$ cat src/hdl/mlc_pkg.sv
// Shared types, constants and the outcode function of the midpoint line clipper.
// No dependencies; every other file of the block imports this package.
`default_nettype none

package mlc_pkg;

	// Default sizes, handed to the top level parameters
	localparam int COORD_BITS_DEF = 16;
	localparam int MAX_STEPS_DEF  = 16;

	// Widest coordinate the outcode compare handles
	localparam int OC_W = 32;

	// Configuration port
	localparam int CFG_IDX_W   = 3;
	localparam int STEPS_W     = 5;
	localparam int WIN_LO_RST  = 0;
	localparam int WIN_HI_RST  = 32767;
	localparam int STEPS_RST   = 11;

	typedef enum logic [CFG_IDX_W-1:0] {
		REG_WIN_LEFT     = 3'd0,
		REG_WIN_RIGHT    = 3'd1,
		REG_WIN_TOP      = 3'd2,
		REG_WIN_BOTTOM   = 3'd3,
		REG_BISECT_STEPS = 3'd4
	} reg_idx_t;

	// Window edges, sign extended to the compare width
	typedef struct packed {
		logic signed [OC_W-1:0] left;
		logic signed [OC_W-1:0] right;
		logic signed [OC_W-1:0] top;
		logic signed [OC_W-1:0] bottom;
	} win_t;

	// Per-segment control that travels down the pipeline.
	// Index 0 is the start endpoint, index 1 the end endpoint.
	typedef struct packed {
		logic            reject;
		logic [1:0]      active;
		logic [1:0][3:0] ncode;
	} ctl_t;

	// Outcode: left, right, low y, high y
	function automatic logic [3:0] outcode(input logic signed [OC_W-1:0] x,
		input logic signed [OC_W-1:0] y, input win_t w);
		outcode = {x < w.left, x > w.right, y < w.top, y > w.bottom};
	endfunction

endpackage

`default_nettype wire

$ cat src/hdl/mlc_front.sv
// Entry stage: endpoint outcodes, trivial reject and search setup.
// Depends on mlc_pkg (outcode, win_t, ctl_t).
`default_nettype none

module mlc_front import mlc_pkg::*; #(
	parameter int COORD_BITS = COORD_BITS_DEF
) (
	input  logic                         clk,
	input  logic                         arst_n,
	input  logic                         load,
	input  logic                         in_valid,
	input  logic signed [COORD_BITS-1:0] in_sx,
	input  logic signed [COORD_BITS-1:0] in_sy,
	input  logic signed [COORD_BITS-1:0] in_ex,
	input  logic signed [COORD_BITS-1:0] in_ey,
	input  win_t                         win,
	output logic                         valid_s1,
	output ctl_t                         ctl_s1,
	output logic [1:0][COORD_BITS-1:0]   near_x_s1,
	output logic [1:0][COORD_BITS-1:0]   near_y_s1,
	output logic [1:0][COORD_BITS-1:0]   far_x_s1,
	output logic [1:0][COORD_BITS-1:0]   far_y_s1
);

	logic [3:0] code_a;
	logic [3:0] code_b;
	ctl_t       ctl_d;

	// Outcodes of both original endpoints
	always_comb begin
		code_a = outcode(OC_W'(in_sx), OC_W'(in_sy), win);
		code_b = outcode(OC_W'(in_ex), OC_W'(in_ey), win);
		ctl_d.reject    = |(code_a & code_b);
		ctl_d.active[0] = (code_a != 4'd0);
		ctl_d.active[1] = (code_b != 4'd0);
		ctl_d.ncode[0]  = code_a;
		ctl_d.ncode[1]  = code_b;
	end

	// Valid bit
	always_ff @(posedge clk or negedge arst_n) begin
		if (!arst_n) begin
			valid_s1 <= 1'b0;
		end else if (load) begin
			valid_s1 <= in_valid;
		end
	end

	// Payload: near is the outside endpoint, far the other one.
	// An endpoint already inside keeps itself as far, which is its result.
	always_ff @(posedge clk) begin
		if (load) begin
			ctl_s1       <= ctl_d;
			near_x_s1[0] <= in_sx;
			near_y_s1[0] <= in_sy;
			near_x_s1[1] <= in_ex;
			near_y_s1[1] <= in_ey;
			far_x_s1[0]  <= ctl_d.active[0] ? in_ex : in_sx;
			far_y_s1[0]  <= ctl_d.active[0] ? in_ey : in_sy;
			far_x_s1[1]  <= ctl_d.active[1] ? in_sx : in_ex;
			far_y_s1[1]  <= ctl_d.active[1] ? in_sy : in_ey;
		end
	end

endmodule

`default_nettype wire

$ cat config.mk
export PLATFORM = sky130hd
export DESIGN_NAME = mlc_front
export DESIGN_NICKNAME = d
export VERILOG_FILES = /design/src/hdl/mlc_pkg.sv /design/src/hdl/mlc_front.sv
export SDC_FILE = /design/constraint.sdc
export NUM_CORES = 1
export LEC_CHECK = 0
export BUFFER_PORTS_ARGS = -buffer_cell sky130_fd_sc_hd__buf_2
export CORE_ASPECT_RATIO = 1.25
export CORE_MARGIN = 4
export CORE_UTILIZATION = 57
export CTS_BUF_LIST = sky130_fd_sc_hd__clkbuf_16
export DETAILED_ROUTE_END_ITERATION = 8
export PLACE_DENSITY = 0.91
export RECOVER_POWER = 50
export SETUP_SLACK_MARGIN = 0.5
export SYNTH_ARGS = -nofsm -noshare
export SYNTH_HDL_FRONTEND = slang
export SYNTH_SLANG_ARGS = --single-unit
$ cat constraint.sdc
create_clock -name clk -period 1.3 [get_ports clk]
set_clock_uncertainty 0.2 [all_clocks]
set_input_delay 0.13 -clock clk [delete_from_list [all_inputs] [get_ports clk]]
set_output_delay 0.13 -clock clk [all_outputs]
set_load 0.005 [all_outputs]
==> impl_metrics.toml, run 1 <==
[run_status]
stop_stage = "global routing (5_1_grt)"
status = "aborted with a tool error"
error_line = "[ERROR GRT-0116] Global routing finished with congestion. Check the congestion regions in the DRC Viewer."

[logic_synthesis]
synthSimpleGateAreaFrac_pct = 9.45
synth_compound_area_share_pct = 10.9
synth_top_family_by_area = "adder cells"
synthTopCellsByArea = "edfxtp_1 (38%), ha_1 (28%), inv_1 (4.9%), a21oi_1 (4.2%), mux2_4 (3.6%)"
synth_fp_nets = 1458
yosysTopAreaCellShare_pct = 37.6
yosys.area.top_type = "edfxtp_1"
ys_types = 54
muxShareOfSynthArea_pct = 7.82
postSynthCellCount = 1010
async_flop_share_pct = 0.714
synth-edff-count = 139
synth_flop_cell = "edfxtp_1"
netlist_area_sq_mm = 0.0111
synth_xor_area_share_pct = 0
synth_warnings = 0
ys_ff_latch = 140
ys_seq_area_share_pct = 37.8
syn_area_per_cell_sq_um = 11.0
synth-adder-area-share_pct = 28.4

[global_route]
grt_pass1_vias = 16225
grt_pass1_wl_um = 110000
grt_usage_pct = 67.8
gr-total-overflow = 74
grt_max_degree = 53

[floorplanning]
dieWidth_um = 133
num_rows = 56
io_pins = 336
initial_utilization_pct = 58.5
die_h_um = 164

[clock_network]
clock_sinks = 140
cts.path.max_buffers = 2
htreeDepth = 4
cts-root-buf = "clkbuf_16"
numCtsBuffers = 17

[placed_design]
dp_hpwl_um = 33100
io_buffers = 335
gp_routability_congestion = 0.938
[per-stage QoR]
| step | area, sq um | setup slack (ns) | cells | setup TNS (ns) | utilization, % |
|---|---|---|---|---|---|
| 4_1_cts | 18000 | -1.73 | 1880 | -114.85 | 94.8 |
| 3_5_place_dp | 15600 | -2.49 | 1801 | -166.54 | 82.2 |
| 3_3_place_gp | 15600 | -2.35 | 1801 | -158.00 | 82.2 |
| 2_1_floorplan | 12100 | -1.71 | 1010 | -106.10 | - |
[Yosys cell counts (all sizes together), types with 4 or more instances]
cell type / n
ha: 252
inv: 144
edfxtp: 139
a21oi: 94
nand2: 66
mux2: 61
nand4: 39
o21ai: 31
nand3: 29
nor2: 21
a21o: 16
a221oi: 11
nor4: 11
buf: 8
mux2i: 8
o21a: 8
nand2b: 6
nor3: 6
or4: 5
a2111oi: 4
a211oi: 4
a21boi: 4
nor2b: 4
o221ai: 4
[cell families after synthesis]
family / count (synthesis)
adder cells (fa/ha/maj): 252
AND/OR/NAND/NOR: 200
AO/OA/AOI/OAI: 197
buffers and inverters: 152
flip-flops: 140
multiplexers: 69
[repair_timing]
action	4_1_cts
hold buffers	3
endpoints found under the hold margin	119
resized for setup	214
buffers inserted	32
cloned	12
pin swaps	75
setup endpoints to repair	216
[per-layer routing]
layer  global-route usage, %  GRT overflow
met5                    6.94             0
met4                    71.5            34
met3                    44.1             0
met2                    92.8            40
met1                    65.5             0
==> run 2, diff against run 1 <==
Settings changed: CORE_ASPECT_RATIO 1.25 to not set, CORE_UTILIZATION 57 to 40, CTS_BUF_LIST sky130_fd_sc_hd__clkbuf_16 to not set, PLACE_DENSITY 0.91 to not set, PLACE_DENSITY_LB_ADDON set to 0.15, SETUP_SLACK_MARGIN 0.5 to not set.
==> impl_metrics.toml, run 2 <==
[global_route]
grt_pass1_wl_um = 59200
antenna_found_initial = 6
grtUsageMet1_pct = 30.0
grt_usage_pct = 24.6
grtUsageMet3_pct = 3.70
grt_max_degree = 53
grt_util_met2_pct = 44.6
grt_pass1_vias = 11189
gr-total-overflow = 0
top_usage_layer = "met2"

[critical_path]
critPathCaptureType = "flop"
critical_path_class = "in -> reg"
slowest_delay_ns = 0.58
crit_required_ns = 1.28
critical_path.top_delay_family = "simple AND/OR/NAND/NOR gates"
crit_fanout = 7
cpMaxStageDelayCell = "or4_4"
cp.buffers_inverters = 4
start_kind = "input pin"
critical_path_arrival_ns = 3.08
path_cells = "buf_6 > inv_6 > ha_4 > nand4_1 > nor3_2 > or4b_4 > a31oi_4 > o32ai_4 > or4_4 > buf_16 > buf_12 > mux2_4"

[clock_network]
cts-root-buf = "clkbuf_16"
clock_sinks = 140
cts.path.max_buffers = 2
cts_tree = "done"
clkSlewWorstSetupHoldPaths_ns = 0.07
htreeDepth = 4
clk_latency_ns = 0.43
numCtsBuffers = 17

[logic_synthesis]
synthTopCellsByArea = "edfxtp_1 (38%), ha_1 (28%), inv_1 (4.9%), a21oi_1 (4.2%), mux2_4 (3.6%)"
yosysTopAreaCellShare_pct = 37.6
netlist_area_sq_mm = 0.0111
synth_commonest_cells = "ha_1 (252), inv_1 (144), edfxtp_1 (139)"
synth-edff-count = 139
ys_ff_latch = 140
synth_flop_cell = "edfxtp_1"
ys_types = 54
synth_fp_nets = 1458
postSynthCellCount = 1010
yosys.area.top_type = "edfxtp_1"
syn_area_per_cell_sq_um = 11.0
ys_seq_area_share_pct = 37.8
synth_most_common_cell = "ha_1"
async_flop_share_pct = 0.714
synth_warnings = 0

[floorplanning]
num_rows = 60
initial_utilization_pct = 40.9
coreArea_sq_mm = 0.0272
io_pins = 336
die_h_um = 175
die_area_sq_mm = 0.0305
dieWidth_um = 175

[placed_design]
dp.cells = 1920
io_buffers = 335
postPlaceCellArea_sq_mm = 0.0158
preCtsSetupSlack_ns = -2.54
gp_routability_congestion = 0.857
dp_hpwl_um = 28500

[sta]
rsz0062_at_grt = "true"
timing.setup.tns_ns = -134.55
slew_violations = 0
min_period_ns = 3.11
tightest_slew_ns = 0.525
fmax_mhz = 322
period_share_pct = 239
setup_violations = 190
hold_violations = 0
max-slew-margin-rel_pct = 64.7
fin_ws_ns = -1.81

[pwr]
combPwrFrac_pct = 34.6
ir_drop_mv = 0.867
power_switching_uw = 5030
internal_power_uw = 11600
cellLeakagePower_uw = 0.00867
p_seq_share_pct = 33.8
power.density_mw_per_mm2 = 876
swShare_pct = 30.3
clockPowerShare_pct = 31.6

[route]
vias = 10742
drtIter0Drc = 616
vias_per_cell = 5.17
drc = 0
drt_pass1_iterations = 4
ant_nets = 0
routed_wl_um = 39800
wl_per_cell_um = 19.2

[run_status]
status = "finished with violations"
violations = "negative setup slack"

[layout]
mostFrequentLayoutCells = "buf_2 (273), buf_4 (187), ha_1 (154)"
fin_area_sq_mm = 0.0190
final_cells = 2076
final_common_cell = "buf_2"
syn_to_final_growth_pct = 70.7
drive_above_1_share_pct = 51.4
layout.nets = 2133

[min_path]
hold_class = "in -> reg"

[run]
drv_cap = 0
==> run 2: cell counts after synthesis <==
Identical to the previous run, type by type.
==> run 2: kinds of logic (layout without fill, tap and decap cells) <==
kind of cell / Yosys count / count (layout) / share of synthesized area (%)
simple gates: 200 / 200 / 9.45
flops: 140 / 140 / 37.8
fa+ha+maj: 252 / 252 / 28.4
compound gates: 197 / 197 / 10.9
mux: 69 / 69 / 7.82
buf+inv: 152 / 840 / 5.69
other cells: 0 / 6 / 0
==> run 2: repair_timing <==
item                       CTS  global route
gates cloned                 9             0
pin swaps                   46            60
resized for setup          178           104
hold buffers                70             1
hold endpoints to repair   129             2
buffers inserted            32            16
setup endpoints to repair   88           133
==> run 2: final cells by class <==
type                       count  area (sq um)
tap                          372           465
antenna                        6          15.0
clock buffer                  18           429
sequential                   140          4200
clock inverter                14           183
fill                        1977          8210
inverter                     144           678
multi-input combinational    718          8160
timing repair buffer         664          4840
==> run 2: routing by layer <==
layer,share of wire (%),up-vias
li1,-,5187
met1,42,5161
met2,51,318
met3,4.3,76
met4,3.1,0
met5,0,-
==> run 2: worst min-delay path, stage by stage <==
cell,delay (ns)
buf_2,0.16
buf_4,0.13
mux2_4,0.12
==> run 2: final timing paths <==
path                                 startpoint                endpoint  slack [ns]  cells after the start
setup reg to reg           valid_s1$_DFFE_PN0P_    valid_s1$_DFFE_PN0P_        0.37                      1
hold / removal                         in_ex[4]  far_x_s1[20]$_DFFE_PP_        0.01                      3
setup / recovery                        win[45]  far_x_s1[17]$_DFFE_PP_       -1.81                     12
min in group asynchronous                arst_n    valid_s1$_DFFE_PN0P_        0.41                      3
hold reg to reg            valid_s1$_DFFE_PN0P_    valid_s1$_DFFE_PN0P_        0.30                      1
max in group asynchronous                arst_n    valid_s1$_DFFE_PN0P_        0.38                      3
==> run 2: per-stage QoR <==
step           power, uW  util (%)  hold slack [ns]
2_1_floorplan       7940         -           -0.366
3_3_place_gp       10100      58.2           -0.269
3_5_place_dp       10300      58.2           -0.269
4_1_cts            16400      68.5          0.00216
5_1_grt            17400      69.8           0.0174
6_report           16600      69.8           0.0142
==> run 2: power by group through the flow <==
stage               combinational [uW]  clock [uW]  sequential [uW]
finish                            5750        5250             5630
global route                      6260        5490             5660
CTS                               5540        5260             5630
detailed placement                4540           0             5720
global placement                  4430           0             5720
floorplan                         2160           0             5780
Power figures use the tool's default switching activity.
