===== src/hdl/mlc_pkg.sv =====
// Shared types, constants and the outcode function of the midpoint line clipper.
// No dependencies; every other file of the block imports this package.
`default_nettype none

package mlc_pkg;

	// Default sizes, handed to the top level parameters
	localparam int COORD_BITS_DEF = 16;
	localparam int MAX_STEPS_DEF  = 16;

	// Widest coordinate the outcode compare handles
	localparam int OC_W = 32;

	// Configuration port
	localparam int CFG_IDX_W   = 3;
	localparam int STEPS_W     = 5;
	localparam int WIN_LO_RST  = 0;
	localparam int WIN_HI_RST  = 32767;
	localparam int STEPS_RST   = 11;

	typedef enum logic [CFG_IDX_W-1:0] {
		REG_WIN_LEFT     = 3'd0,
		REG_WIN_RIGHT    = 3'd1,
		REG_WIN_TOP      = 3'd2,
		REG_WIN_BOTTOM   = 3'd3,
		REG_BISECT_STEPS = 3'd4
	} reg_idx_t;

	// Window edges, sign extended to the compare width
	typedef struct packed {
		logic signed [OC_W-1:0] left;
		logic signed [OC_W-1:0] right;
		logic signed [OC_W-1:0] top;
		logic signed [OC_W-1:0] bottom;
	} win_t;

	// Per-segment control that travels down the pipeline.
	// Index 0 is the start endpoint, index 1 the end endpoint.
	typedef struct packed {
		logic            reject;
		logic [1:0]      active;
		logic [1:0][3:0] ncode;
	} ctl_t;

	// Outcode: left, right, low y, high y
	function automatic logic [3:0] outcode(input logic signed [OC_W-1:0] x,
		input logic signed [OC_W-1:0] y, input win_t w);
		outcode = {x < w.left, x > w.right, y < w.top, y > w.bottom};
	endfunction

endpackage

`default_nettype wire


===== src/hdl/mlc_back.sv =====
// Final stage: visibility check of the searched endpoints and the result register.
// Depends on mlc_pkg (outcode, win_t, ctl_t).
`default_nettype none

module mlc_back import mlc_pkg::*; #(
	parameter int COORD_BITS = COORD_BITS_DEF
) (
	input  logic                         clk,
	input  logic                         arst_n,
	input  win_t                         win,
	input  logic                         valid_in,
	input  ctl_t                         ctl_in,
	input  logic [1:0][COORD_BITS-1:0]   far_x_in,
	input  logic [1:0][COORD_BITS-1:0]   far_y_in,
	input  logic                         out_ready,
	output logic                         load,
	output logic                         valid_sl,
	output logic                         visible_sl,
	output logic signed [COORD_BITS-1:0] start_x_sl,
	output logic signed [COORD_BITS-1:0] start_y_sl,
	output logic signed [COORD_BITS-1:0] end_x_sl,
	output logic signed [COORD_BITS-1:0] end_y_sl
);

	logic [1:0][3:0] code_f;
	logic            vis;

	// Result register takes a new request when empty or being drained
	assign load = !valid_sl || out_ready;

	// A searched endpoint that is still outside makes the segment invisible
	always_comb begin
		for (int i = 0; i < 2; i++) begin
			code_f[i] = outcode(OC_W'(signed'(far_x_in[i])), OC_W'(signed'(far_y_in[i])), win);
		end
		vis = !ctl_in.reject
			&& !(ctl_in.active[0] && (code_f[0] != 4'd0))
			&& !(ctl_in.active[1] && (code_f[1] != 4'd0));
	end

	// Valid bit
	always_ff @(posedge clk or negedge arst_n) begin
		if (!arst_n) begin
			valid_sl <= 1'b0;
		end else if (load) begin
			valid_sl <= valid_in;
		end
	end

	// Result payload, zeroed when invisible
	always_ff @(posedge clk) begin
		if (load) begin
			visible_sl <= vis;
			start_x_sl <= vis ? signed'(far_x_in[0]) : '0;
			start_y_sl <= vis ? signed'(far_y_in[0]) : '0;
			end_x_sl   <= vis ? signed'(far_x_in[1]) : '0;
			end_y_sl   <= vis ? signed'(far_y_in[1]) : '0;
		end
	end

endmodule

`default_nettype wire


===== config.mk =====
export PLATFORM = sky130hd
export DESIGN_NAME = mlc_back
export DESIGN_NICKNAME = d
export VERILOG_FILES = /design/src/hdl/mlc_pkg.sv /design/src/hdl/mlc_back.sv
export SDC_FILE = /design/constraint.sdc
export NUM_CORES = 1
export LEC_CHECK = 0
export ABC_AREA = 1
export BUFFER_PORTS_ARGS = -buffer_cell sky130_fd_sc_hd__buf_2
export CAP_MARGIN = 30
export CORE_MARGIN = 8
export CORE_UTILIZATION = 54
export DETAILED_ROUTE_END_ITERATION = 8
export PLACE_DENSITY = 0.86
export SYNTH_ARGS = -nofsm -noshare
export SYNTH_HDL_FRONTEND = slang
export SYNTH_SLANG_ARGS = --single-unit

===== constraint.sdc =====
create_clock -name clk -period 3.4 [get_ports clk]
set_input_delay 0.68 -clock clk [delete_from_list [all_inputs] [get_ports clk]]
set_output_delay 0.68 -clock clk [all_outputs]
set_load 0.05 [all_outputs]

==> results of run 1 <==
[registers in the layout (all words and copies together) (netlist names)]
name,cells
valid_sl,1
start_x_sl,16
visible_sl,1
start_y_sl,16
end_x_sl,16
end_y_sl,16
[synth_stat cells, types with 4 or more instances]
| cell | number | share of area [%] |
|---|---|---|
| nor3_1 | 12 | 0.65 |
| edfxtp_1 | 65 | 21 |
| nand2_1 | 265 | 11 |
| nor2_1 | 83 | 3.4 |
| nand3_1 | 22 | 1.2 |
| nor2_4 | 49 | 5.9 |
| nand4_1 | 13 | 0.88 |
| o21ai_0 | 29 | 1.6 |
| inv_1 | 257 | 10 |
| nor4_1 | 4 | 0.27 |
| o21a_1 | 9 | 0.73 |
| buf_12 | 5 | 1.1 |
| a21oi_1 | 118 | 6.4 |
| ha_1 | 252 | 34 |
[logic make-up (layout without fill, tap and decap cells)]
family	Yosys count	after routing	synth area share, %
buffers and inverters	264	550	11.7
other	0	1	0
AO/OA/AOI/OAI	164	164	9.34
adder cells (fa/ha/maj)	252	252	34.0
AND/OR/NAND/NOR	456	456	23.7
flip-flops	66	66	21.3
[final cells by class]
type | count | area share [%]
multi-input cells | 872 | 55.4
flip-flops and latches | 66 | 17.6
repair buffers | 277 | 13.1
inverters | 257 | 8.56
well taps | 225 | 2.50
clock buffers | 9 | 2.00
clock inverters | 7 | 0.822
diodes | 1 | 0.0222
[power by group]
| part | total, W | internal, W | switching, W |
|---|---|---|---|
| registers | 0.000978 | 0.000963 | 0.0000150 |
| clock network | 0.00102 | 0.000641 | 0.000382 |
| logic | 0.00133 | 0.000462 | 0.000866 |
[per-layer routing]
metal / global-route usage, % / vias to the layer above / wire length [um]
met1: 25.7 / 3933 / 10300
li1: - / 4504 / -
met4: 9.69 / 0 / 893
met5: 0 / - / 0
met2: 42.2 / 278 / 12800
met3: 4.18 / 71 / 1580
[worst register-to-register path: cells and delay by family (launching register included)]
family	cells	cell delay [ns]
and+or+nand+nor	1	0.38
buffers and inverters	1	0.52
DFF	1	0.40
[layout by cell type (no fill, tap or decap), types with 3 or more instances in the layout]
cell type / count
nand2_1: 264
clkbuf_16: 9
nor2_4: 49
nor2_1: 83
a21oi_1: 118
edfxtp_1: 65
buf_12: 5
nor4_1: 4
buf_4: 7
ha_1: 252
o21a_1: 9
nor3_1: 12
nand3_1: 21
nand4_1: 13
buf_2: 265
inv_1: 257
a21o_1: 3
o21ai_0: 29
[metrics by stage]
stage / utilization (%) / total power (W) / instances / hold slack [ns]
2_1_floorplan: - / 0.00190 / 1202 / 0.384
3_3_place_gp: 64.2 / 0.00225 / 1697 / 0.456
3_5_place_dp: 64.2 / 0.00231 / 1697 / 0.456
4_1_cts: 66.0 / 0.00334 / 1713 / 0.110
5_1_grt: 66.0 / 0.00355 / 1713 / 0.112
6_report: 66.0 / 0.00333 / 1714 / 0.114
[worst min-delay path by stage]
stage            from              endpoint  cells past startpoint
6_report       arst_n  valid_sl$_DFFE_PN0P_                      1
3_5_place_dp   arst_n  valid_sl$_DFFE_PN0P_                      1
4_1_cts        arst_n  valid_sl$_DFFE_PN0P_                      1
3_3_place_gp   arst_n  valid_sl$_DFFE_PN0P_                      1
5_1_grt        arst_n  valid_sl$_DFFE_PN0P_                      1
2_1_floorplan  arst_n  valid_sl$_DFFE_PN0P_                      0
==> flow_metrics.py, run 1 <==
metrics = {
    "status": {
        "outcome": "completed",
    },
    "clock_tree": {
        "cts-root-buf": "clkbuf_16",
        "cts_tree": "yes",
        "cts_buffers": 9,
        "clk_pin_slew_ns": 0.06,
        "clk_latency_ns": 0.34,
        "cts_resized": 0,
        "cts_sinks": 66,
        "ctsHoldBuffers": 0,
        "clockBufferDepth": 2,
        "cts_setup_buffers": 0,
        "h-tree-depth": 3,
    },
    "logic_synthesis": {
        "syn_nets": 1661,
        "synth_warnings": 0,
        "synth_ff_type": "edfxtp_1",
        "syn_inst": 1202,
        "ys_seq_area_share_pct": 21.3,
        "synth-edff-count": 65,
        "synth_cell_type_count": 28,
        "post_synth.cell_area_avg_um2": 7.72,
        "syn_area_um2": 9280,
        "ys_ff_latch": 66,
        "synthArstFlopShare_pct": 1.52,
    },
    "critical_path": {
        "cp_slowest_cell": "buf_12",
        "crit_start": "far_y_in[15]",
        "worst-path-stages": 16,
        "path_max_fanout": 50,
        "cp_cell_sequence": "buf_2, buf_12, ha_1, nand4_1, nor3_1, and3_1, nand2_1, nand2_1, nand2_1, nand2_1, nor2_1, nand2_1, nand2_1, nand3_4, buf_12, nor2_1",
        "cpMostUsedCell": "nand2_1",
        "crit_type": "input pin to register",
        "rr_worst_depth": 2,
        "timing.rr.start": "valid_sl$_DFFE_PN0P_",
        "worstSetupEndpoint": "start_y_sl[5]$_SDFFCE_PN0P_",
        "reg2reg_slack_ns": 1.74,
        "reg2reg_to": "start_y_sl[13]$_SDFFCE_PN0P_",
        "cp.required_ns": 3.47,
        "end_kind": "register",
        "start_kind": "input pin",
        "cp.arrival_ns": 3.09,
        "cp_num_buf_inv": 3,
        "crit_family": "simple AND/OR/NAND/NOR gates",
        "max_stage_delay_ns": 0.40,
    },
    "final_layout": {
        "final_area_um2": 11300,
        "syn2layout_area_growth_pct": 21.4,
        "multi_input_area_um2": 6240,
        "fillers": 1448,
        "seq_area_um2": 1980,
        "drive_above_1_share_pct": 23.3,
        "finalNetCount": 1942,
    },
    "routing": {
        "wire_per_inst_um": 14.9,
        "drc": 0,
        "dr.pass1.iters": 5,
        "ant_nets": 0,
        "viasPerCell": 5.13,
        "dr_total_vias": 8786,
        "wl_um": 25600,
        "dr.first_iter.drc_count": 367,
    },
    "sta": {
        "min_period_over_period_pct": 89.1,
        "fin_ws_ns": 0.372,
        "min_period_ns": 3.03,
        "rsz0062_at_grt": "no",
        "finalClockSkew_ns": 0.00917,
        "finalSetupTns_ns": 0,
        "max_freq_mhz": 330,
        "worst_pin_slew_ns": 0.529,
        "final_max_slew_viol_count": 0,
        "setup_viol": 0,
        "slew_headroom_pct": 64.7,
        "hold_violations": 0,
    },
    "floorplanning": {
        "die_h_um": 147,
        "num_io_pins": 274,
        "die_area_um2": 21600,
        "die_w_um": 147,
        "core_um2": 17100,
        "start_util_pct": 54.4,
        "rows": 48,
    },
    "power_and_ir_drop": {
        "powerDensity_nw_per_um2": 296,
        "vdd_drop_max_mv": 0.234,
        "total_leakage_power_nw": 6.64,
    },
    "place": {
        "gp_congestion": 0.896,
        "place_area_um2": 10900,
        "dp.final_hpwl_um": 21700,
        "io_buffers": 265,
        "dpl_worst_slack_ns": 0.0329,
    },
    "global_routing": {
        "grt_overflow_total": 0,
        "grt_pass1_wl_um": 41300,
        "antenna_found_initial": 0,
        "track_usage_pct": 23.1,
        "grt_pass1_vias": 9118,
        "grt_max_degree": 51,
    },
    "min_path": {
        "min_path_type": "input pin to asynchronous set/reset pin",
    },
    "flow_run": {
        "drv_cap": 0,
    },
}
(Power assumes the default switching activity.)
==> inputs of run 2 (changes only) <==
Settings changed: CORE_UTILIZATION 54 to 55, CTS_BUF_LIST from default to sky130_fd_sc_hd__clkbuf_8, GPL_ROUTABILITY_DRIVEN from default to 0, PLACE_DENSITY 0.86 to default, PLACE_DENSITY_LB_ADDON from default to 0.25.
==> run 2 against run 1 <==
Cell count decreased by 0.18%; non-clock buffer count rose by 2; setup slack improved by 0.030 ns; die area shrank 1.6%; critical path depth rose by 2; first-iteration DRC count is 13% lower; routed wire length is 4.9% lower; total power is 8.5% lower.
==> flow_metrics.py, run 2 (synthesized netlist as in run 1, its figures left out) <==
metrics = {
    "power_and_ir_drop": {
        "powerDensity_nw_per_um2": 273,
        "total_leakage_power_nw": 6.60,
        "vdd_drop_max_mv": 0.195,
    },
    "sta": {
        "finalClockSkew_ns": 0.0124,
        "rsz0062_at_grt": "no",
        "hold_violations": 0,
        "setup_viol": 0,
        "slew_headroom_pct": 63.5,
        "final_max_slew_viol_count": 0,
        "min_period_ns": 3.00,
        "finalSetupTns_ns": 0,
        "worst_pin_slew_ns": 0.547,
        "max_freq_mhz": 334,
        "min_period_over_period_pct": 88.2,
    },
    "critical_path": {
        "timing.rr.start": "valid_sl$_DFFE_PN0P_",
        "path_max_fanout": 24,
        "worstSetupEndpoint": "start_y_sl[4]$_SDFFCE_PN0P_",
        "start_kind": "input pin",
        "end_kind": "register",
        "cp.required_ns": 3.49,
        "reg2reg_to": "end_y_sl[2]$_SDFFCE_PN0P_",
        "cp.arrival_ns": 3.09,
        "reg2reg_slack_ns": 1.77,
        "crit_start": "far_x_in[31]",
        "crit_type": "input pin to register",
        "rr_worst_depth": 2,
    },
    "clock_tree": {
        "cts_setup_buffers": 0,
        "cts_tree": "yes",
        "clockBufferDepth": 2,
        "cts_sinks": 66,
        "clk_pin_slew_ns": 0.08,
        "cts_resized": 0,
        "ctsHoldBuffers": 0,
        "clk_latency_ns": 0.36,
        "cts-root-buf": "clkbuf_8",
        "cts_buffers": 9,
        "h-tree-depth": 3,
    },
    "floorplanning": {
        "core_um2": 16500,
        "start_util_pct": 56.2,
        "num_io_pins": 274,
        "die_w_um": 146,
        "die_area_um2": 21300,
        "rows": 47,
        "die_h_um": 146,
    },
    "routing": {
        "dr_total_vias": 8485,
        "dr.pass1.iters": 8,
        "dr.first_iter.drc_count": 321,
        "drc": 0,
        "viasPerCell": 4.96,
        "wire_per_inst_um": 14.2,
        "ant_nets": 0,
        "wl_um": 24300,
    },
    "final_layout": {
        "layout_commonest_cell": "buf_2",
        "syn2layout_area_growth_pct": 20.4,
        "layout_common_cells": "265 x buf_2, 264 x nand2_1, 257 x inv_1, 252 x ha_1, 118 x a21oi_1",
        "drive_above_1_share_pct": 23.4,
        "fin_util_pct": 67.6,
        "finalNetCount": 1944,
    },
    "place": {
        "dp.final_hpwl_um": 20900,
        "io_buffers": 265,
    },
    "global_routing": {
        "grt_max_degree": 42,
        "grt_overflow_total": 0,
        "grt_pass1_wl_um": 39700,
        "grt_pass1_vias": 8533,
        "track_usage_pct": 22.4,
        "antenna_found_initial": 2,
    },
    "flow_run": {
        "drv_cap": 0,
    },
    "min_path": {
        "min_path_type": "input pin to asynchronous set/reset pin",
    },
    "status": {
        "outcome": "completed",
    },
}
-- run 2: worst min-delay path by stage --
stage,startpoint,to,slack [ns],depth (start not counted)
6_report,arst_n,valid_sl$_DFFE_PN0P_,0.08,1
5_1_grt,arst_n,valid_sl$_DFFE_PN0P_,0.07,1
4_1_cts,arst_n,valid_sl$_DFFE_PN0P_,0.07,1
3_5_place_dp,arst_n,valid_sl$_DFFE_PN0P_,0.46,1
3_3_place_gp,arst_n,valid_sl$_DFFE_PN0P_,0.46,1
2_1_floorplan,arst_n,valid_sl$_DFFE_PN0P_,0.38,0
-- run 2: final cells by class --
| cell class | count | area, um2 |
|---|---|---|
| diodes | 1 | 2.50 |
| clock buffers | 9 | 124 |
| clock inverters | 7 | 92.6 |
| fillers | 1428 | 5350 |
| inverters | 257 | 965 |
| multi-input cells | 872 | 6240 |
| flip-flops and latches | 66 | 1980 |
| well taps | 220 | 275 |
| repair buffers | 279 | 1490 |
-- run 2: critical path: stages --
cell      delay [ns]
buf_2           0.38
buf_4           0.28
ha_1            0.29
nand2_1         0.11
inv_1           0.06
nand3_2         0.07
nor3_2          0.05
nand2_1         0.11
nor2_1          0.06
nor2_1          0.14
nand2_1         0.07
nand2_1         0.05
nand2_1         0.05
nand2_1         0.07
o21bai_2        0.08
nand3_4         0.16
buf_12          0.28
nor2_1          0.08
-- run 2: report_power, final --
part / switching [W] / internal [W] / leakage, nW / total, W
clock: 0.000350 / 0.000412 / 0.103 / 0.000762
sequential: 0.0000140 / 0.000962 / 0.713 / 0.000976
combinational: 0.000850 / 0.000460 / 5.78 / 0.00131
total: 0.00121 / 0.00183 / 6.60 / 0.00305
-- run 2: metal layers --
metal | part of all wire [%] | vias up | track usage (%) | wire, um
li1 | - | 4498 | - | -
met1 | 44 | 3737 | 26.0 | 10600
met2 | 48 | 211 | 40.2 | 11800
met3 | 5.8 | 37 | 4.17 | 1410
met4 | 2.2 | 2 | 7.76 | 536
met5 | 0.053 | - | 0 | 13
-- run 2: stage by stage --
step                instance area [um2]  std cells  setup slack, ns  total power, W  hold WS, ns
floorplan                          9280       1202            0.310         0.00190        0.384
global placement                  11000       1694            0.161         0.00226        0.455
detailed placement                11000       1694           0.0532         0.00230        0.457
CTS                               11200       1710            0.387         0.00307       0.0728
global route                      11200       1711            0.150         0.00326       0.0707
finish                            11200       1711            0.402         0.00305       0.0846
