## config.mk

```make
export PLATFORM = sky130hd
export DESIGN_NAME = mlc_bisect_stage
export DESIGN_NICKNAME = d
export VERILOG_FILES = /design/src/hdl/mlc_pkg.sv /design/src/hdl/mlc_bisect_stage.sv
export SDC_FILE = /design/constraint.sdc
export NUM_CORES = 1
export LEC_CHECK = 0
export BUFFER_PORTS_ARGS = -buffer_cell sky130_fd_sc_hd__buf_2
export CORE_UTILIZATION = 28
export CTS_BUF_LIST = sky130_fd_sc_hd__clkbuf_16
export DETAILED_ROUTE_END_ITERATION = 10
export GPL_ROUTABILITY_DRIVEN = 0
export GPL_TIMING_DRIVEN = 0
export SLEW_MARGIN = 20
export SYNTH_ARGS = -nofsm -noshare
export SYNTH_HDL_FRONTEND = slang
export SYNTH_SLANG_ARGS = --single-unit
```

## constraint.sdc

```tcl
create_clock -name clk -period 1.55 [get_ports clk]
set_clock_uncertainty 0.2 [all_clocks]
set_input_delay 0.155 -clock clk [delete_from_list [all_inputs] [get_ports clk]]
set_output_delay 0.155 -clock clk [all_outputs]
set_load 0.05 [all_outputs]
```

## src/hdl/mlc_pkg.sv

```systemverilog
// Shared types, constants and the outcode function of the midpoint line clipper.
// No dependencies; every other file of the block imports this package.
`default_nettype none

package mlc_pkg;

	// Default sizes, handed to the top level parameters
	localparam int COORD_BITS_DEF = 16;
	localparam int MAX_STEPS_DEF  = 16;

	// Widest coordinate the outcode compare handles
	localparam int OC_W = 32;

	// Configuration port
	localparam int CFG_IDX_W   = 3;
	localparam int STEPS_W     = 5;
	localparam int WIN_LO_RST  = 0;
	localparam int WIN_HI_RST  = 32767;
	localparam int STEPS_RST   = 11;

	typedef enum logic [CFG_IDX_W-1:0] {
		REG_WIN_LEFT     = 3'd0,
		REG_WIN_RIGHT    = 3'd1,
		REG_WIN_TOP      = 3'd2,
		REG_WIN_BOTTOM   = 3'd3,
		REG_BISECT_STEPS = 3'd4
	} reg_idx_t;

	// Window edges, sign extended to the compare width
	typedef struct packed {
		logic signed [OC_W-1:0] left;
		logic signed [OC_W-1:0] right;
		logic signed [OC_W-1:0] top;
		logic signed [OC_W-1:0] bottom;
	} win_t;

	// Per-segment control that travels down the pipeline.
	// Index 0 is the start endpoint, index 1 the end endpoint.
	typedef struct packed {
		logic            reject;
		logic [1:0]      active;
		logic [1:0][3:0] ncode;
	} ctl_t;

	// Outcode: left, right, low y, high y
	function automatic logic [3:0] outcode(input logic signed [OC_W-1:0] x,
		input logic signed [OC_W-1:0] y, input win_t w);
		outcode = {x < w.left, x > w.right, y < w.top, y > w.bottom};
	endfunction

endpackage

`default_nettype wire

```

## src/hdl/mlc_bisect_stage.sv

```systemverilog
// One midpoint bisection step for both endpoints of a segment, registered.
// Depends on mlc_pkg (outcode, win_t, ctl_t).
`default_nettype none

module mlc_bisect_stage import mlc_pkg::*; #(
	parameter int COORD_BITS = COORD_BITS_DEF,
	parameter int MAX_STEPS  = MAX_STEPS_DEF,
	parameter int STAGE      = 0,
	localparam int SW        = $clog2(MAX_STEPS + 1)
) (
	input  logic                       clk,
	input  logic                       arst_n,
	input  logic                       load,
	input  logic [SW-1:0]              steps,
	input  win_t                       win,
	input  logic                       valid_in,
	input  ctl_t                       ctl_in,
	input  logic [1:0][COORD_BITS-1:0] near_x_in,
	input  logic [1:0][COORD_BITS-1:0] near_y_in,
	input  logic [1:0][COORD_BITS-1:0] far_x_in,
	input  logic [1:0][COORD_BITS-1:0] far_y_in,
	output logic                       valid_sk,
	output ctl_t                       ctl_sk,
	output logic [1:0][COORD_BITS-1:0] near_x_sk,
	output logic [1:0][COORD_BITS-1:0] near_y_sk,
	output logic [1:0][COORD_BITS-1:0] far_x_sk,
	output logic [1:0][COORD_BITS-1:0] far_y_sk
);

	logic                         step_en;
	logic signed [COORD_BITS:0]   sum_x [2];
	logic signed [COORD_BITS:0]   sum_y [2];
	logic [1:0][COORD_BITS-1:0]   mid_x;
	logic [1:0][COORD_BITS-1:0]   mid_y;
	logic [1:0][3:0]              code_m;
	ctl_t                         ctl_d;
	logic [1:0][COORD_BITS-1:0]   near_x_d;
	logic [1:0][COORD_BITS-1:0]   near_y_d;
	logic [1:0][COORD_BITS-1:0]   far_x_d;
	logic [1:0][COORD_BITS-1:0]   far_y_d;

	// Stages past the configured count pass the segment through
	assign step_en = (int'(steps) > STAGE);

	// Floor midpoint and its outcode, then move near or far
	always_comb begin
		ctl_d    = ctl_in;
		near_x_d = near_x_in;
		near_y_d = near_y_in;
		far_x_d  = far_x_in;
		far_y_d  = far_y_in;
		for (int i = 0; i < 2; i++) begin
			sum_x[i]  = (COORD_BITS+1)'(signed'(near_x_in[i]))
				+ (COORD_BITS+1)'(signed'(far_x_in[i]));
			sum_y[i]  = (COORD_BITS+1)'(signed'(near_y_in[i]))
				+ (COORD_BITS+1)'(signed'(far_y_in[i]));
			mid_x[i]  = sum_x[i][COORD_BITS:1];
			mid_y[i]  = sum_y[i][COORD_BITS:1];
			code_m[i] = outcode(OC_W'(signed'(mid_x[i])), OC_W'(signed'(mid_y[i])), win);
			if (step_en && ctl_in.active[i]) begin
				if (code_m[i] == 4'd0) begin
					far_x_d[i] = mid_x[i];
					far_y_d[i] = mid_y[i];
				end else if ((ctl_in.ncode[i] & code_m[i]) != 4'd0) begin
					near_x_d[i]    = mid_x[i];
					near_y_d[i]    = mid_y[i];
					ctl_d.ncode[i] = code_m[i];
				end else begin
					far_x_d[i] = mid_x[i];
					far_y_d[i] = mid_y[i];
				end
			end
		end
	end

	// Valid bit
	always_ff @(posedge clk or negedge arst_n) begin
		if (!arst_n) begin
			valid_sk <= 1'b0;
		end else if (load) begin
			valid_sk <= valid_in;
		end
	end

	// Payload
	always_ff @(posedge clk) begin
		if (load) begin
			ctl_sk    <= ctl_d;
			near_x_sk <= near_x_d;
			near_y_sk <= near_y_d;
			far_x_sk  <= far_x_d;
			far_y_sk  <= far_y_d;
		end
	end

endmodule

`default_nettype wire

```

==> results of run 1 <==
[cell usage after synthesis (all sizes together) (14+ instances only)]
cell type,count,share of area
nor2,81,0.020
a21oi,120,0.041
nor2b,14,0.0059
a21o,25,0.013
inv,165,0.042
nor3,23,0.0077
mux2,128,0.11
nand2,82,0.021
nand3,34,0.012
o21a,20,0.010
xnor2,42,0.025
ha,312,0.26
nand4,38,0.016
o21ai,71,0.024
edfxtp,139,0.28
a211oi,17,0.0086
[power groups by stage]
stage                     combinational [mW]  clock, mW  sequential, mW
after CTS                               12.5       4.64            5.09
after global placement                  10.2          0            5.16
final                                   13.3       4.54            5.08
after detailed placement                10.5          0            5.16
after floorplan                         5.57          0            7.15
after global routing                    14.3       4.75            5.12
[through the flow]
| stage | area (µm²) | hold slack [ns] | total power [mW] |
|---|---|---|---|
| 2_1_floorplan | 15500 | -0.341 | 12.7 |
| 3_3_place_gp | 18400 | -0.270 | 15.4 |
| 3_5_place_dp | 18500 | -0.270 | 15.7 |
| 4_1_cts | 22300 | -0.112 | 22.3 |
| 5_1_grt | 23200 | -0.0901 | 24.2 |
| 6_report | 23200 | -0.0923 | 22.9 |
[placed cells by master, fill, tap and decap left out, types with 6 or more instances in the layout]
cell type and count:
a211oi_1 10, a211oi_2 7, a21o_1 24, a21oi_1 107
a21oi_2 10, and4_1 6, buf_12 27, buf_2 402
buf_4 80, buf_6 27, buf_8 12, clkbuf_16 20
diode_2 11, dlygate4sd3_1 142, edfxtp_1 139, ha_1 277
ha_4 32, inv_1 162, mux2_4 126, mux2i_1 8
nand2_1 77, nand2b_1 12, nand3_1 33, nand4_1 38
nor2_1 78, nor2b_1 11, nor3_1 17, o211ai_1 10
o21a_1 20, o21ai_0 48, o21ai_1 7, o21ai_2 13
o31ai_1 6, xnor2_1 31, xnor2_2 9
[logic make-up after synthesis]
group	count (synthesis)	share of synthesized area
compound gates	335	0.142
xor+xnor	53	0.0312
fa+ha+maj	316	0.268
buf+inv	178	0.0507
flops	140	0.282
mux	139	0.118
simple gates	329	0.109
[worst max-delay path by stage]
stage / from / endpoint / depth (start not counted)
floorplan: near_x_in[2] / far_x_sk[1] / 21
global placement: near_y_in[2] / near_y_sk[13] / 21
detailed placement: far_y_in[18] / near_x_sk[29] / 21
CTS: far_y_in[0] / near_y_sk[7] / 28
global route: near_x_in[2] / far_y_sk[14] / 25
finish: near_x_in[2] / far_x_sk[3] / 25
[sequential cells by signal, summed over array words and instances (netlist names)]
signal,flops
near_y_sk,32
near_x_sk,32
ctl_sk,11
valid_sk,1
far_y_sk,32
far_x_sk,32
[per-layer routing]
metal  up-vias  GRT usage  part of all wire  wire (µm)
met4        10     0.0719             0.028       1730
met1      7168      0.278              0.44      26800
met2       469      0.364              0.47      28800
met5         -          0           0.00098         60
met3       110     0.0426             0.060       3640
li1       7062          -                 -          -
[critical path: stages]
cell and delay [ns]:
buf_2 0.12, ha_4 0.25, nor2b_2 0.15, o21ai_2 0.16
a21boi_2 0.10, o221ai_4 0.21, o21ai_2 0.10, or4_4 0.50
and3_4 0.21, o21ai_4 0.17, buf_12 0.15, buf_4 0.12
ha_4 0.20, and4_1 0.17, nand4_1 0.17, nor3_4 0.07
a221o_1 0.36, a211oi_2 0.22, mux2_4 0.35, a32oi_4 0.23
and3b_1 0.21, buf_6 0.15, buf_12 0.13, buf_12 0.13
mux2_4 0.30
[what timing repair did]
action,4_1_cts,5_1_grt
pin swaps,56,67
endpoints found under the setup margin,136,136
hold endpoints to repair,187,46
gates cloned,13,3
buffers inserted,77,48
gates resized for setup,158,108
[final cells by class]
class / count / area, µm² / area share
Clock inverter: 15 / 196 / 0.00848
Timing Repair Buffer: 688 / 5070 / 0.219
Antenna cell: 11 / 27.5 / 0.00119
Buffer: 10 / 199 / 0.00859
Tap cell: 688 / 861 / 0.0372
Sequential cell: 140 / 4200 / 0.181
Inverter: 165 / 622 / 0.0268
Multi-Input combinational cell: 1177 / 11600 / 0.499
Clock buffer: 17 / 425 / 0.0184
==> impl_metrics.ini, run 1 <==
[drt]
drt-total-wl_mm = 61.0
drc_errors = 0
first_iter_violations = 785
routedWlPerCell_um = 20.9
vias = 14800
drt.antenna.violating_nets = 0
viasPerCell = 5.09
first_pass_iters = 7

[finish]
drive_gt1_frac = 0.401
final_util = 0.441
final_nets = 2791
fillCellCount = 4940
layoutNonFillerInstCount = 2911
syn2layout_area_growth_pct = 55.7

[floorplan]
dieArea_mm2 = 0.0541
rows = 84
core_area_mm2 = 0.0526
dieHeight_um = 233
ioPinCount = 416
start_util = 0.283
die_x_um = 233

[setup_path]
regToRegSetupSlack_ns = 0.61
critical_path.endpoint_type = flip-flop
cp_data_arrival_time_ns = 5.10
critPathKind = input pin to flip-flop
r2r-start = valid_sk
rr_worst_depth = 1
worstReg2RegEnd = valid_sk
path_max_fanout = 6
crit_required_ns = 1.56
worst_setup_path_start_kind = input pin

[power_and_ir_drop]
swShare = 0.417
vdd_drop_max_mv = 0.680
p_int_mw = 13.4
p_per_area_mw_per_mm2 = 989
power.net_switching_mw = 9.55
p_leak_nw = 10.9
seq_power_share = 0.222
combPwrFrac = 0.580
pwr-share-clk = 0.198

[timing]
finalSetupTns_ns = -462.99
setup_ws_ns = -3.54
report.final.slew_viol_count = 0
timing.hold.ws_ns = -0.0923
rsz0062_at_grt = true
slew_headroom = 0.434
setup_viol_count_final = 136
fmax_mhz = 197
worst_pin_slew_ns = 0.843
hold_violations = 46
period_share = 3.28
layout_min_cycle_time_ns = 5.09

[synthesis]
syn_area_per_cell_um2 = 9.99
ys_ff_latch = 140
synthCells = 1490
synth_warnings = 0
syn-num-nets = 2082
synth_ff_type = edfxtp_1
synth_async_sr_flop_share = 0.00714
yosysSeqAreaShare = 0.282
synth-edff-count = 139
yosys.cell_types.count = 66
netlist_area_mm2 = 0.0149

[cts]
cts-root-buf = clkbuf_16
cts.sinks = 140
clockBufferDepth = 2
cts_tree = built
cts_max_level = 4
cts_buffers = 17
clock_latency_ns = 0.46
cts_hold_buf = 142
cts.clk_slew.worst_paths_ns = 0.06

[min_path]
hold_path_startpoint = load
hold_depth = 1
hold_path_class = input pin to flip-flop
whs_endpoint = near_x_sk[22]

[global_route]
grt_use_total = 0.218
grt_max_degree = 95
antenna_found_initial = 15
grt_pass1_wl_mm = 87.3
grt_pass1_vias = 14800
grt_overflow_total = 0

[placement]
dp_cells = 2594
dp_hpwl_mm = 43.9
io_buffers = 415
pre_cts_ws_ns = -5.36

[flow_run]
drv_cap = 0

[status]
failed_checks = negative hold slack, negative setup slack
outcome = complete, but fails checks
Power figures use the tool's default switching activity.
==> run 2: changes to the inputs <==
--- a/config.mk
+++ b/config.mk
@@ -6,7 +6,7 @@
 export NUM_CORES = 1
 export LEC_CHECK = 0
 export BUFFER_PORTS_ARGS = -buffer_cell sky130_fd_sc_hd__buf_2
-export CORE_UTILIZATION = 28
+export CORE_UTILIZATION = 38
 export CTS_BUF_LIST = sky130_fd_sc_hd__clkbuf_16
 export DETAILED_ROUTE_END_ITERATION = 10
 export GPL_ROUTABILITY_DRIVEN = 0
==> impl_metrics.ini, run 2 (synthesis results as in run 1) <==
[timing]
worst_pin_slew_ns = 0.700
period_share = 3.32
fmax_mhz = 194
hold_violations = 27
setup_viol_count_final = 136
finalSetupTns_ns = -467.52
timing.hold.ws_ns = -0.0549
slew_headroom = 0.532
rsz0062_at_grt = true
layout_min_cycle_time_ns = 5.14
setup_ws_ns = -3.59
report.final.slew_viol_count = 0

[placement]
dp_hpwl_mm = 39.8
io_buffers = 415
placed_area_mm2 = 0.0183

[power_and_ir_drop]
seq_power_share = 0.225
swShare = 0.412
combPwrFrac = 0.575
p_leak_nw = 10.8
power.net_switching_mw = 9.29
vdd_drop_max_mv = 0.633
p_int_mw = 13.3
power_mw = 22.6
p_per_area_mw_per_mm2 = 994
pwr-share-clk = 0.200

[cts]
cts_buffers = 17
cts_hold_buf = 142
clockBufferDepth = 2
cts.clk_slew.worst_paths_ns = 0.06
cts.sinks = 140
clock_latency_ns = 0.44
cts_max_level = 4
cts_tree = built
cts-root-buf = clkbuf_16

[drt]
routedWlPerCell_um = 20.5
first_pass_iters = 5
viasPerCell = 5.28
drc_errors = 0
drt-total-wl_mm = 56.0
drt.antenna.violating_nets = 0
first_iter_violations = 790
vias = 14500

[flow_run]
drv_cap = 0

[finish]
final_util = 0.587
drive_gt1_frac = 0.393
layout_commonest_cell = buf_2
fin_area_mm2 = 0.0227
final_nets = 2781
syn2layout_area_growth_pct = 52.5
final_cell_mix = 405 x buf_2, 284 x ha_1, 164 x inv_1, 142 x dlygate4sd3_1, 139 x edfxtp_1

[setup_path]
crit_required_ns = 1.55
critical_path.endpoint_type = flip-flop
cp_data_arrival_time_ns = 5.14
worstReg2RegEnd = valid_sk
rr_worst_depth = 1
worst_setup_path_start_kind = input pin
r2r-start = valid_sk
critPathKind = input pin to flip-flop
regToRegSetupSlack_ns = 0.60
path_max_fanout = 6

[status]
failed_checks = negative hold slack, negative setup slack
outcome = complete, but fails checks

[floorplan]
core_area_mm2 = 0.0386
start_util = 0.385
ioPinCount = 416
dieHeight_um = 200
rows = 72
dieArea_mm2 = 0.0400
die_x_um = 200

[min_path]
hold_path_startpoint = load
whs_endpoint = far_x_sk[5]
hold_depth = 1
hold_path_class = input pin to flip-flop

[global_route]
grt_pass1_vias = 14400
grt_use_total = 0.274
antenna_found_initial = 20
grt_pass1_wl_mm = 82.0
grt_overflow_total = 0
grt_max_degree = 86
-- run 2: changes by cell type in the layout (fill, tap and decap cells not counted), moves of 4 or more --
cell | before | now
ha_4 | 32 | 24
a21oi_1 | 107 | 103
o21ai_2 | 13 | 8
buf_8 | 12 | 7
buf_4 | 80 | 74
buf_12 | 27 | 32
buf_6 | 27 | 20
ha_1 | 277 | 284
a211oi_2 | 7 | 3
diode_2 | 11 | 16
-- run 2: layer usage --
| metal | up-vias | share of wire | track usage | wire (µm) |
|---|---|---|---|---|
| li1 | 7024 | - | - | - |
| met1 | 6863 | 0.44 | 0.354 | 24500 |
| met2 | 465 | 0.46 | 0.439 | 25800 |
| met3 | 96 | 0.068 | 0.0642 | 3810 |
| met4 | 10 | 0.032 | 0.109 | 1780 |
| met5 | - | 0.0012 | 0 | 65 |
-- run 2: critical path, cell delays in order --
cell and delay, ns:
buf_2 0.12, ha_4 0.25, a21oi_2 0.18, a21boi_1 0.15, o31a_1 0.34, o41ai_4 0.39
o21ai_1 0.18, or2_2 0.31, a21oi_2 0.20, xnor2_2 0.21, ha_1 0.33, a2111o_1 0.41
a311oi_4 0.36, a21oi_2 0.12, mux2i_2 0.24, a32oi_2 0.11, buf_4 0.17, a21oi_4 0.16
buf_12 0.16, buf_12 0.14, buf_12 0.13, mux2_4 0.30
-- run 2: metrics by stage --
step | instances | setup slack [ns]
final | 2736 | -3.59
after global routing | 2731 | -3.80
after CTS | 2713 | -3.65
after detailed placement | 2424 | -5.44
after global placement | 2423 | -5.22
after floorplan | 1490 | -3.64
-- run 2: power groups by stage --
| stage | Sequential (mW) | Combinational, mW | Clock, mW |
|---|---|---|---|
| 3_5_place_dp | 5.14 | 10.3 | 0 |
| 5_1_grt | 5.13 | 14.0 | 4.68 |
| 6_report | 5.07 | 13.0 | 4.51 |
| 2_1_floorplan | 7.15 | 5.57 | 0 |
| 3_3_place_gp | 5.15 | 10.0 | 0 |
| 4_1_cts | 5.07 | 12.8 | 4.55 |
-- run 2: repair_timing --
action,CTS,global route
endpoints found under the setup margin,136,136
pin swaps,65,50
gates resized for setup,185,65
endpoints found under the hold margin,195,40
setup buffers,97,23
cloned,19,1
-- run 2: final cells by class --
cell class                      instances  area [µm²]
Buffer                                 10         208
Antenna cell                           16        40.0
Fill cell                            3292       16000
Tap cell                              518         648
Clock inverter                         15         195
Multi-Input combinational cell       1178       11400
Clock buffer                           17         425
Sequential cell                       140        4200
Timing Repair Buffer                  677        4960
Inverter                              165         619
-- run 2: worst max-delay path by stage --
stage / slack, ns / from / endpoint / depth (start not counted)
after floorplan: -3.64 / near_x_in[2] / far_x_sk[1] / 21
after global placement: -5.22 / near_y_in[18] / ctl_sk[6] / 21
after detailed placement: -5.44 / near_y_in[18] / ctl_sk[6] / 21
after CTS: -3.65 / far_y_in[0] / near_x_sk[3] / 27
after global routing: -3.80 / far_x_in[16] / far_x_sk[27] / 26
final: -3.59 / near_y_in[2] / near_x_sk[3] / 22
